$ cat config.mk
export PLATFORM = sky130hd
export DESIGN_NAME = status_poll_frame_responder
export DESIGN_NICKNAME = d
export VERILOG_FILES = /design/src/hdl/spfr_pkg.sv /design/src/hdl/spfr_front.sv /design/src/hdl/spfr_queue.sv /design/src/hdl/spfr_back.sv /design/src/hdl/status_poll_frame_responder.sv
export SDC_FILE = /design/constraint.sdc
export NUM_CORES = 1
export LEC_CHECK = 0
export BUFFER_PORTS_ARGS = -buffer_cell sky130_fd_sc_hd__buf_2
export CELL_PAD_IN_SITES_DETAIL_PLACEMENT = 1
export CELL_PAD_IN_SITES_GLOBAL_PLACEMENT = 1
export CORE_ASPECT_RATIO = 0.7
export CORE_MARGIN = 2
export CORE_UTILIZATION = 44
export CTS_BUF_LIST = sky130_fd_sc_hd__clkbuf_4
export CTS_CLUSTER_DIAMETER = 80
export DETAILED_ROUTE_END_ITERATION = 6
export PLACE_DENSITY = 0.68
export RECOVER_POWER = 25
export SLEW_MARGIN = 0
export SYNTH_ARGS = -nofsm -noshare
export SYNTH_HDL_FRONTEND = slang
export SYNTH_HIERARCHICAL = 1
export SYNTH_SLANG_ARGS = --single-unit
$ cat constraint.sdc
create_clock -name clk -period 8 [get_ports clk]
set_clock_uncertainty 0.2 [all_clocks]
set_input_delay 2 -clock clk [delete_from_list [all_inputs] [get_ports clk]]
set_output_delay 2 -clock clk [all_outputs]
set_load 0.02 [all_outputs]
$ cat src/hdl/spfr_pkg.sv
// ============================================================================
// spfr_pkg - shared definitions for the status poll frame responder
// Frame codes, status codes, reply descriptor and queue status types.
// ============================================================================
package spfr_pkg;

    localparam logic [7:0] HDR_POLL     = 8'hAA;
    localparam logic [7:0] HDR_ANNOUNCE = 8'h55;
    localparam logic [7:0] ST_NORMAL    = 8'h01;
    localparam logic [7:0] ST_ALARM     = 8'h02;
    localparam logic [7:0] ST_FAULT     = 8'h03;

    localparam int QUEUE_DEPTH_DEFAULT = 2;

    typedef struct packed {
        logic [7:0] b0;
        logic [7:0] b1;
        logic [7:0] b2;
        logic       fled;
        logic       aled;
    } reply_t;

    typedef struct packed {
        logic full;
        logic empty;
    } qstat_t;

endpackage

$ cat src/hdl/spfr_front.sv
// ============================================================================
// spfr_front - frame parser
// Accepts input transfers, tracks frame position and announce request, and
// pushes one reply descriptor per completed frame that needs a reply.
// ============================================================================
module spfr_front (
    input  logic              clk,
    input  logic              rst_n,
    input  logic              in_valid,
    output logic              in_ready,
    input  logic              operation,
    input  logic [7:0]        rx_byte,
    input  logic              fault_active,
    input  logic              alarm_active,
    input  logic [7:0]        bus_address,
    input  spfr_pkg::qstat_t  q_stat,
    output logic              push,
    output spfr_pkg::reply_t  push_data
);
    import spfr_pkg::*;

    localparam logic [1:0] POS_HEADER  = 2'd0;
    localparam logic [1:0] POS_ADDRESS = 2'd1;
    localparam logic [1:0] POS_DATA    = 2'd2;
    localparam logic [1:0] POS_CHECK   = 2'd3;

    logic [1:0] pos_reg, pos_next;
    logic [7:0] addr_reg, addr_next;
    logic [7:0] data_reg, data_next;
    logic       announce_reg, announce_next;
    logic       accept;
    logic [7:0] check_sum;
    logic [7:0] status;

    assign in_ready  = !q_stat.full;
    assign accept    = in_valid && in_ready;
    assign check_sum = HDR_POLL + addr_reg + data_reg;

    always_comb
    begin
        priority if (alarm_active)
            status = ST_ALARM;
        else if (fault_active)
            status = ST_FAULT;
        else
            status = ST_NORMAL;
    end

    always_comb
    begin
        pos_next      = pos_reg;
        addr_next     = addr_reg;
        data_next     = data_reg;
        announce_next = announce_reg;
        push          = 1'b0;
        push_data     = '{b0: HDR_ANNOUNCE, b1: addr_reg, b2: bus_address,
                          fled: 1'b0, aled: 1'b0};
        if (accept)
        begin
            if (operation)
            begin
                announce_next = 1'b1;
            end
            else
            begin
                unique case (pos_reg)
                    POS_HEADER:
                    begin
                        if (rx_byte == HDR_POLL)
                            pos_next = POS_ADDRESS;
                    end
                    POS_ADDRESS:
                    begin
                        addr_next = rx_byte;
                        pos_next  = POS_DATA;
                    end
                    POS_DATA:
                    begin
                        data_next = rx_byte;
                        pos_next  = POS_CHECK;
                    end
                    POS_CHECK:
                    begin
                        pos_next = POS_HEADER;
                        if (announce_reg || addr_reg != bus_address)
                        begin
                            announce_next = 1'b0;
                            push          = 1'b1;
                        end
                        else if (rx_byte == check_sum)
                        begin
                            push      = 1'b1;
                            push_data = '{b0: HDR_POLL, b1: addr_reg, b2: status,
                                          fled: fault_active, aled: alarm_active};
                        end
                    end
                endcase
            end
        end
    end

    always_ff @(posedge clk or negedge rst_n)
    begin
        if (!rst_n)
        begin
            pos_reg      <= POS_HEADER;
            addr_reg     <= '0;
            data_reg     <= '0;
            announce_reg <= 1'b0;
        end
        else
        begin
            pos_reg      <= pos_next;
            addr_reg     <= addr_next;
            data_reg     <= data_next;
            announce_reg <= announce_next;
        end
    end

endmodule

$ cat src/hdl/spfr_queue.sv
// ============================================================================
// spfr_queue - reply descriptor queue
// Short FIFO between parser and serializer so each side stalls on its own.
// ============================================================================
module spfr_queue #(
    parameter int DEPTH = spfr_pkg::QUEUE_DEPTH_DEFAULT
) (
    input  logic              clk,
    input  logic              rst_n,
    input  logic              push,
    input  spfr_pkg::reply_t  push_data,
    input  logic              pop,
    output spfr_pkg::reply_t  head,
    output spfr_pkg::qstat_t  q_stat
);
    import spfr_pkg::*;

    localparam int PTR_W = (DEPTH > 1) ? $clog2(DEPTH) : 1;
    localparam int CNT_W = $clog2(DEPTH + 1);
    localparam logic [PTR_W-1:0] PTR_LAST = PTR_W'(DEPTH - 1);
    localparam logic [CNT_W-1:0] CNT_FULL = CNT_W'(DEPTH);

    reply_t           mem [DEPTH];
    logic [PTR_W-1:0] wr_ptr_reg, wr_ptr_next;
    logic [PTR_W-1:0] rd_ptr_reg, rd_ptr_next;
    logic [CNT_W-1:0] count_reg, count_next;
    logic             do_push, do_pop;

    assign q_stat.full  = (count_reg == CNT_FULL);
    assign q_stat.empty = (count_reg == '0);
    assign head         = mem[rd_ptr_reg];
    assign do_push      = push && !q_stat.full;
    assign do_pop       = pop && !q_stat.empty;

    always_comb
    begin
        wr_ptr_next = wr_ptr_reg;
        rd_ptr_next = rd_ptr_reg;
        count_next  = count_reg;
        if (do_push)
            wr_ptr_next = (wr_ptr_reg == PTR_LAST) ? '0 : wr_ptr_reg + 1'b1;
        if (do_pop)
            rd_ptr_next = (rd_ptr_reg == PTR_LAST) ? '0 : rd_ptr_reg + 1'b1;
        if (do_push && !do_pop)
            count_next = count_reg + 1'b1;
        else if (do_pop && !do_push)
            count_next = count_reg - 1'b1;
    end

    always_ff @(posedge clk)
    begin
        if (do_push)
            mem[wr_ptr_reg] <= push_data;
    end

    always_ff @(posedge clk or negedge rst_n)
    begin
        if (!rst_n)
        begin
            wr_ptr_reg <= '0;
            rd_ptr_reg <= '0;
            count_reg  <= '0;
        end
        else
        begin
            wr_ptr_reg <= wr_ptr_next;
            rd_ptr_reg <= rd_ptr_next;
            count_reg  <= count_next;
        end
    end

endmodule

$ cat src/hdl/spfr_back.sv
// ============================================================================
// spfr_back - reply serializer
// Loads a reply descriptor and sends its four bytes, one per output transfer.
// ============================================================================
module spfr_back (
    input  logic              clk,
    input  logic              rst_n,
    input  spfr_pkg::reply_t  head,
    input  spfr_pkg::qstat_t  q_stat,
    output logic              pop,
    output logic              out_valid,
    input  logic              out_ready,
    output logic [7:0]        tx_byte,
    output logic              last,
    output logic              fault_led_on,
    output logic              alarm_led_on
);
    import spfr_pkg::*;

    localparam logic [1:0] IDX_B0  = 2'd0;
    localparam logic [1:0] IDX_B1  = 2'd1;
    localparam logic [1:0] IDX_B2  = 2'd2;
    localparam logic [1:0] IDX_SUM = 2'd3;

    reply_t     rep_reg;
    logic [1:0] idx_reg, idx_next;
    logic       busy_reg, busy_next;
    logic       done;
    logic [7:0] sum;

    assign out_valid    = busy_reg;
    assign last         = (idx_reg == IDX_SUM);
    assign fault_led_on = rep_reg.fled;
    assign alarm_led_on = rep_reg.aled;
    assign sum          = rep_reg.b0 + rep_reg.b1 + rep_reg.b2;
    assign done         = busy_reg && out_ready && last;
    assign pop          = (!busy_reg || done) && !q_stat.empty;

    always_comb
    begin
        unique case (idx_reg)
            IDX_B0:  tx_byte = rep_reg.b0;
            IDX_B1:  tx_byte = rep_reg.b1;
            IDX_B2:  tx_byte = rep_reg.b2;
            IDX_SUM: tx_byte = sum;
        endcase
    end

    always_comb
    begin
        idx_next  = idx_reg;
        busy_next = busy_reg;
        if (pop)
        begin
            idx_next  = IDX_B0;
            busy_next = 1'b1;
        end
        else if (done)
        begin
            busy_next = 1'b0;
        end
        else if (busy_reg && out_ready)
        begin
            idx_next = idx_reg + 1'b1;
        end
    end

    always_ff @(posedge clk)
    begin
        if (pop)
            rep_reg <= head;
    end

    always_ff @(posedge clk or negedge rst_n)
    begin
        if (!rst_n)
        begin
            idx_reg  <= IDX_B0;
            busy_reg <= 1'b0;
        end
        else
        begin
            idx_reg  <= idx_next;
            busy_reg <= busy_next;
        end
    end

endmodule

$ cat src/hdl/status_poll_frame_responder.sv
// ============================================================================
// status_poll_frame_responder - poll frame parser and reply sender
// Parses four-byte poll frames and sends a four-byte status or announce reply.
// ============================================================================
// The checksum byte transfer queues a descriptor; the first reply byte follows once the serializer loads it.
// Throughput: one input transfer per cycle while the queue has space; replies go out
//   one byte per cycle while out_ready is high, four byte transfers per reply.
// The input side stalls only while the descriptor queue (QUEUE_DEPTH) is full.
// Reset: asynchronous, clears parse state, announce flag, bus address, queue.
module status_poll_frame_responder #(
    parameter int QUEUE_DEPTH = spfr_pkg::QUEUE_DEPTH_DEFAULT
) (
    input  logic       clk,
    input  logic       rst_n,
    input  logic       cfg_we,
    input  logic [7:0] cfg_wdata,
    input  logic       in_valid,
    output logic       in_ready,
    input  logic       operation,
    input  logic [7:0] rx_byte,
    input  logic       fault_active,
    input  logic       alarm_active,
    output logic       out_valid,
    input  logic       out_ready,
    output logic [7:0] tx_byte,
    output logic       last,
    output logic       fault_led_on,
    output logic       alarm_led_on
);
    import spfr_pkg::*;

    logic [7:0] bus_address_reg;
    logic       push;
    logic       pop;
    reply_t     push_data;
    reply_t     head;
    qstat_t     q_stat;

    always_ff @(posedge clk or negedge rst_n)
    begin
        if (!rst_n)
            bus_address_reg <= '0;
        else if (cfg_we)
            bus_address_reg <= cfg_wdata;
    end

    spfr_front u_front (
        .clk          (clk),
        .rst_n        (rst_n),
        .in_valid     (in_valid),
        .in_ready     (in_ready),
        .operation    (operation),
        .rx_byte      (rx_byte),
        .fault_active (fault_active),
        .alarm_active (alarm_active),
        .bus_address  (bus_address_reg),
        .q_stat       (q_stat),
        .push         (push),
        .push_data    (push_data)
    );

    spfr_queue #(
        .DEPTH (QUEUE_DEPTH)
    ) u_queue (
        .clk       (clk),
        .rst_n     (rst_n),
        .push      (push),
        .push_data (push_data),
        .pop       (pop),
        .head      (head),
        .q_stat    (q_stat)
    );

    spfr_back u_back (
        .clk          (clk),
        .rst_n        (rst_n),
        .head         (head),
        .q_stat       (q_stat),
        .pop          (pop),
        .out_valid    (out_valid),
        .out_ready    (out_ready),
        .tx_byte      (tx_byte),
        .last         (last),
        .fault_led_on (fault_led_on),
        .alarm_led_on (alarm_led_on)
    );

    a_push_not_full: assert property (@(posedge clk) disable iff (!rst_n)
        push |-> !q_stat.full)
        else $error("reply pushed into full queue");

    a_ready_tracks_queue: assert property (@(posedge clk) disable iff (!rst_n)
        !in_ready |-> q_stat.full)
        else $error("input stalled with queue space left");

    a_reply_from_queue: assert property (@(posedge clk) disable iff (!rst_n)
        $rose(out_valid) |-> $past(!q_stat.empty))
        else $error("reply started without a queued descriptor");

    a_pop_when_free: assert property (@(posedge clk) disable iff (!rst_n)
        (out_valid && !(out_ready && last)) |-> !pop)
        else $error("descriptor popped while reply in progress");

endmodule

==> results of run 1 <==
## cell type report
| cell class | instances | area (sq um) |
|---|---|---|
| Fill cell | 1281 | 6490 |
| Timing Repair Buffer | 40 | 203 |
| Tap cell | 162 | 203 |
| Multi-Input combinational cell | 236 | 2070 |
| Sequential cell | 112 | 3190 |
| Inverter | 28 | 105 |
| Clock buffer | 9 | 67.6 |
| Clock inverter | 7 | 88.8 |
## kinds of logic (layout without fill, tap and decap cells)
logic type               Yosys count  count (layout)
AO/OA/AOI/OAI                     48              48
XOR/XNOR                          33              33
adder cells (fa/ha/maj)           38              38
buffers and inverters             45              84
flip-flops                       112             112
multiplexers                      47              47
AND/OR/NAND/NOR                   70              70
## routing by layer
metal	track usage	vias to the layer above
met5	0	-
met1	0.256	1577
met2	0.284	47
met4	0.0365	0
li1	-	1481
met3	0.0402	9
## cell usage after synthesis, drive strengths merged, types with 3 or more instances
cell type	instances
xor2	11
a221oi	5
nor2b	8
buf	14
fa	9
nand3	6
a21o	3
a21oi	10
nand2	19
inv	28
o21a	3
dfrtp	34
clkbuf	3
nor3	5
a22o	3
and2	5
nor2	13
mux2	45
ha	29
xnor2	22
edfxtp	78
o21ai	13
## worst reg2reg max path, stage by stage (launching register included)
cell	delay, ps
dfrtp_1	470
inv_1	90
ha_1	280
inv_1	40
ha_1	220
fa_1	430
xor2_1	210
xnor2_1	130
nand4_1	160
nor4_1	280
and4_1	750
inv_1	340
## power groups by stage
stage | registers [mW] | logic, mW | clock network (mW)
after floorplan | 0.845 | 0.825 | 0
after global placement | 0.865 | 1.01 | 0
after detailed placement | 0.873 | 1.04 | 0
after CTS | 0.859 | 1.05 | 0.310
after global routing | 0.875 | 1.13 | 0.330
final | 0.855 | 0.999 | 0.296
## stage by stage
stage | power [mW] | hold WS, ps | worst slack [ps] | instance area, sq um
detailed placement | 1.91 | 306 | 3260 | 5860
floorplan | 1.67 | 261 | 3350 | 5590
global placement | 1.88 | 295 | 3380 | 5860
CTS | 2.21 | 348 | 2680 | 6020
global route | 2.33 | 369 | 2510 | 5930
finish | 2.15 | 340 | 2710 | 5930
## worst max-delay path by stage
stage	start	end	slack, ps	depth (start not counted)
after floorplan	rx_byte[3]	u_queue/mem[0][0]	3350	8
after global placement	u_back/rep_reg[3]	tx_byte[7]	3380	10
after detailed placement	u_back/rep_reg[3]	tx_byte[7]	3260	10
after CTS	u_back/rep_reg[3]	tx_byte[7]	2680	10
after global routing	u_back/rep_reg[3]	tx_byte[7]	2510	10
final	u_back/rep_reg[3]	tx_byte[7]	2710	10
==> summary.md, run 1 <==
| Metric | Value |
|---|---|
| Syn Inst Count | `393` |
| Pin count of the biggest net entering global routing | `35` |
| DP HPWL | `8.05 mm` |
| Post-route ant nets | `0` |
| Avg WL per Cell | `18.8 microns` |
| Routed wl met3 | `363 microns` |
| Max Cap Violations | `2` |
| Crit-path cells | `fa_1 > ha_1 > inv_1 > fa_1 > nor2b_1 > o21bai_1 > a21oi_1 > nor3b_1 > nor3_1 > buf_2` |
| Clock Pin Slew Worst Setup and Hold Paths | `190 ps` |
| Worst-Margin Slew | `1930 ps` |
| Hold Path Depth | `1` |
| Net Sw Frac | `0.405` |
| Die W | `139 microns` |
| Critical Path RT | `5800 ps` |
| Initial antenna violation count | `0` |
| Register area share after synthesis | `0.571` |
| Combinational share of power | `0.465` |
| Pint | `1.28 mW` |
| GRT Total Usage | `0.179` |
| Setup TNS | `0 ps` |
| Drt first pass iters | `5` |
| Leading post-synthesis cells by cell area | `edfxtp_1 (42%), dfrtp_1 (15%), mux2_4 (7.2%)` |
| Hold Startpoint | `u_front/data_reg[6]` |
| Synth-to-layout area growth | `5.97%` |
| Synthesized area | `0.00559 sq mm` |
| # port buffers | `36` |
| Fin cells | `594` |
| Reg-to-Reg Start | `u_front/addr_reg[1]` |
| Reg2reg path depth | `11` |
| First-pass GRT wire length | `18.7 mm` |
| N_diodes | `0` |
| Power per cell area | `363 mW/mm^2` |
| Crit path max fanout | `2` |
| Arrival time worst endpoint | `3090 ps` |
| Post-layout util | `0.477` |
| Delay-heaviest family, CP | `adder cells` |
| Post-synth EDFFs | `78` |
| Fmax | `0.189 GHz` |
| Reg power frac | `0.398` |
| Row count | `34` |
| Avg Vias per Cell | `5.24` |
| Worst Path Buf+Inv | `2` |
| Most used cell, CP | `fa_1` |
| Die Y | `98.3 microns` |
| Routed WL | `11.2 mm` |
| Ports | `37` |
| Clock Latency Late Sink | `490 ps` |
| Vias in the first global route | `3451` |
| Fin nets | `489` |
| CTS tree | `done` |
| Max reg flops | `52` |
| Synth unique cells | `48` |
| Wire length on met2 | `5.15 mm` |
| DRC Markers | `0` |
| Initial core utilization | `0.450` |
| Routability cong. | `0.815` |
| Total die area | `0.0136 sq mm` |
| VDD IR-drop max | `0.152 mV` |
| Core Box Area | `0.0124 sq mm` |
| Final Cycle Share | `0.661` |
| Post-CTS Hold Buffers | `0` |
| M1 WL | `5.60 mm` |
| Number of setup buffers added after CTS | `0` |
| Hold EP | `u_front/data_reg[6]` |
| CP peak stage delay | `560 ps` |
| CTS Sinks | `112` |
| Yosys warning count | `6` |
| Most common cell after layout, fill and taps aside | `edfxtp_1` |
| Commonest cells after routing, fill and taps aside | `edfxtp_1 (78), dfrtp_1 (34), buf_2 (33), ha_1 (29), inv_1 (28)` |
| Final setup viols | `0` |
| CTS max path bufs | `2` |
| CP Launch Type | `register` |
| Synth area leader | `edfxtp_1` |
| Ys flop type | `edfxtp_1` |
| Clk pwr share | `0.138` |
| RSZ-0062 raised after global routing | `false` |
| Mux cell area share after synthesis | `0.112` |
| Status | `finished, violations left` |
| Leak Pwr | `2.33 nW` |
| Worst min-delay path class | `reg2reg` |
| Layout cells sized above 1 | `0.174` |
| Crit path capture type | `output port` |
| Final hold violations | `0` |
| Post-cts resize count | `0` |
| Main combinational cell family by area after synthesis | `multiplexers` |
| Drt initial violations | `126` |
| Slew margin rel. | `-0.289` |
| Gr ovfl total | `0` |
| R2r setup slk | `4080 ps` |
| Via count | `3114` |
| Flops & latches, synth | `112` |
| Fin crit period | `5290 ps` |
| P_sw | `0.872 mW` |
| Placed Instances | `578` |
| Crit path kind | `reg2out` |
| Failing checks | `max-capacitance violations, max-slew violations` |
| Synth Area in Compound Gates | `0.0573` |
| Post-synth top area share | `0.419` |
| R2R Path End | `u_queue/mem[1][20]` |
| Asr flop ratio synth | `0.304` |
| Synthesized net count | `455` |
| Simple logic cell fraction of the synthesized area | `0.0655` |
| Highest metal used | `met4` |
| Syn Area/Cell | `14.2 sq um` |
| CTS H-tree lvls | `3` |
| Total CTS buffers | `9` |
| Fin. max-slew vios | `63` |
| XOR/XNOR share of the synthesized area | `0.0517` |
| Synth Area in Adders | `0.0971` |
| Root Driver | `clkbuf_4` |
| Crit path max-delay cell type | `fa_1` |
(Power assumes the default switching activity.)
==> run 2, diff against run 1 <==
==> constraint.sdc (replaced) <==
create_clock -name clk -period 5 [get_ports clk]
set_clock_uncertainty 0.2 [all_clocks]
set_input_delay 1.25 -clock clk [delete_from_list [all_inputs] [get_ports clk]]
set_output_delay 1.25 -clock clk [all_outputs]
set_load 0.02 [all_outputs]
==> run 2 against run 1 <==
Compared with the run above:
- clock power is 62% higher
- worst hold slack about the same
- global-route usage decreased by 0.16 points
- routed wire length increased by 1.6%
- critical path type unchanged
- utilization is 0.091 points higher
- the flow still finishes with violations (max-capacitance violations, max-slew violations)
- sequential share of layout area is 0.10 points lower
- register-to-register slack worse by 2900 ps
- largest cell class unchanged
==> summary.md, run 2 (synthesis gave the netlist of run 1 again) <==
| Metric | Value |
|---|---|
| Crit path max-delay cell type | `fa_1` |
| Status | `finished, violations left` |
| Vias in the first global route | `3433` |
| M1 WL | `5.71 mm` |
| Worst Path Buf+Inv | `2` |
| Worst min-delay path class | `reg2reg` |
| CTS Sinks | `112` |
| DRC Markers | `0` |
| Post-route design area | `0.00594 sq mm` |
| Power per cell area | `586 mW/mm^2` |
| Routability cong. | `0.829` |
| Pin count of the biggest net entering global routing | `35` |
| Slew margin rel. | `-0.279` |
| Ports | `37` |
| Wire length on met2 | `5.08 mm` |
| Synth-to-layout area growth | `6.17%` |
| Root Driver | `clkbuf_4` |
| Fin nets | `490` |
| GRT Total Usage | `0.177` |
| Crit path kind | `reg2out` |
| First-pass GRT wire length | `18.7 mm` |
| Fin crit period | `4480 ps` |
| Arrival time worst endpoint | `3030 ps` |
| Commonest cells after routing, fill and taps aside | `edfxtp_1 (78), dfrtp_1 (34), buf_2 (34), ha_1 (29), inv_1 (28)` |
| Die Y | `98.3 microns` |
| Delay-heaviest family, CP | `adder cells` |
| Initial core utilization | `0.450` |
| Setup TNS | `0 ps` |
| Core Box Area | `0.0124 sq mm` |
| Clock Pin Slew Worst Setup and Hold Paths | `180 ps` |
| RSZ-0062 raised after global routing | `false` |
| Fin. max-slew vios | `63` |
| Die W | `139 microns` |
| Avg WL per Cell | `19.1 microns` |
| CP Launch Type | `register` |
| Row count | `34` |
| Placed Area | `0.00587 sq mm` |
| Final setup viols | `0` |
| Drt initial violations | `132` |
| Leak Pwr | `2.33 nW` |
| Avg Vias per Cell | `5.23` |
| Drt first pass iters | `4` |
| Crit-path cells | `fa_1 > ha_1 > inv_1 > fa_1 > nor2b_1 > o21bai_1 > a21oi_1 > nor3b_1 > nor3_1 > buf_2` |
| Fmax | `0.223 GHz` |
| Most common cell after layout, fill and taps aside | `edfxtp_1` |
| DP HPWL | `8.06 mm` |
| Post-CTS Hold Buffers | `0` |
| Most used cell, CP | `fa_1` |
| Routed WL | `11.4 mm` |
| Worst-Margin Slew | `1920 ps` |
| Via count | `3113` |
| Failing checks | `max-capacitance violations, max-slew violations` |
| CTS tree | `done` |
| Number of setup buffers added after CTS | `0` |
| Max Cap Violations | `2` |
| Highest metal used | `met4` |
| CTS max path bufs | `2` |
| Final Cycle Share | `0.897` |
| CTS H-tree lvls | `3` |
| Post-route ant nets | `0` |
| VDD IR-drop max | `0.271 mV` |
| CP peak stage delay | `560 ps` |
| Layout cells sized above 1 | `0.182` |
| Routed wl met3 | `454 microns` |
| Max reg flops | `52` |
| # port buffers | `36` |
| Total CTS buffers | `9` |
| Initial antenna violation count | `0` |
| Final hold violations | `0` |
| Crit path max fanout | `2` |
| Gr ovfl total | `0` |
| Total die area | `0.0136 sq mm` |
| N_diodes | `0` |
| Critical Path RT | `3550 ps` |
| Crit path capture type | `output port` |
| Post-cts resize count | `0` |
| Clock Latency Late Sink | `480 ps` |
-- run 2: changes by cell type in the layout (fill, tap and decap cells not counted), sizes merged --
cell,delta
buf,+2
clkinvlp,+1
inv,-1
clkbuf,-1
-- run 2: per-layer routing --
metal,track usage,vias to the layer above
met4,0.0458,0
met1,0.258,1571
li1,-,1473
met5,0,-
met3,0.0368,10
met2,0.274,59
-- run 2: metrics by stage --
step | total power [mW] | instances | utilization | hold slack [ps] | worst slack (ps)
floorplan | 2.67 | 393 | - | 261 | 1010
global placement | 3.02 | 579 | 0.473 | 294 | 1120
detailed placement | 3.07 | 579 | 0.473 | 308 | 1040
CTS | 3.57 | 595 | 0.486 | 338 | 476
global route | 3.76 | 595 | 0.478 | 370 | 265
finish | 3.48 | 595 | 0.478 | 340 | 515
-- run 2: report_power, final --
group | leakage, nW | switching (mW) | internal [mW] | total, mW
clock | 0.0816 | 0.351 | 0.128 | 0.479
sequential | 1.12 | 0.152 | 1.22 | 1.37
combinational | 1.13 | 0.915 | 0.718 | 1.63
-- run 2: final cells by class --
type,instances,area [sq um]
flip-flops and latches,112,3190
inverters,28,105
multi-input cells,236,2060
clock inverters,7,95.1
fillers,1286,6480
well taps,162,203
clock buffers,9,67.6
repair buffers,41,211
-- run 2: final timing paths --
| kind | start | end | slack [ps] | cells after the start |
|---|---|---|---|---|
| min reg2reg | u_queue/wr_ptr_reg | u_queue/wr_ptr_reg | 340 | 1 |
| max reg2reg | u_front/addr_reg[1] | u_queue/mem[1][20] | 1160 | 11 |
| max | u_back/rep_reg[3] | tx_byte[7] | 520 | 10 |
| min | u_queue/wr_ptr_reg | u_queue/wr_ptr_reg | 340 | 1 |
| min in group asynchronous | rst_n | u_front/data_reg[6] | 1070 | 1 |
| max in group asynchronous | rst_n | u_back/idx_reg[1] | 2430 | 1 |
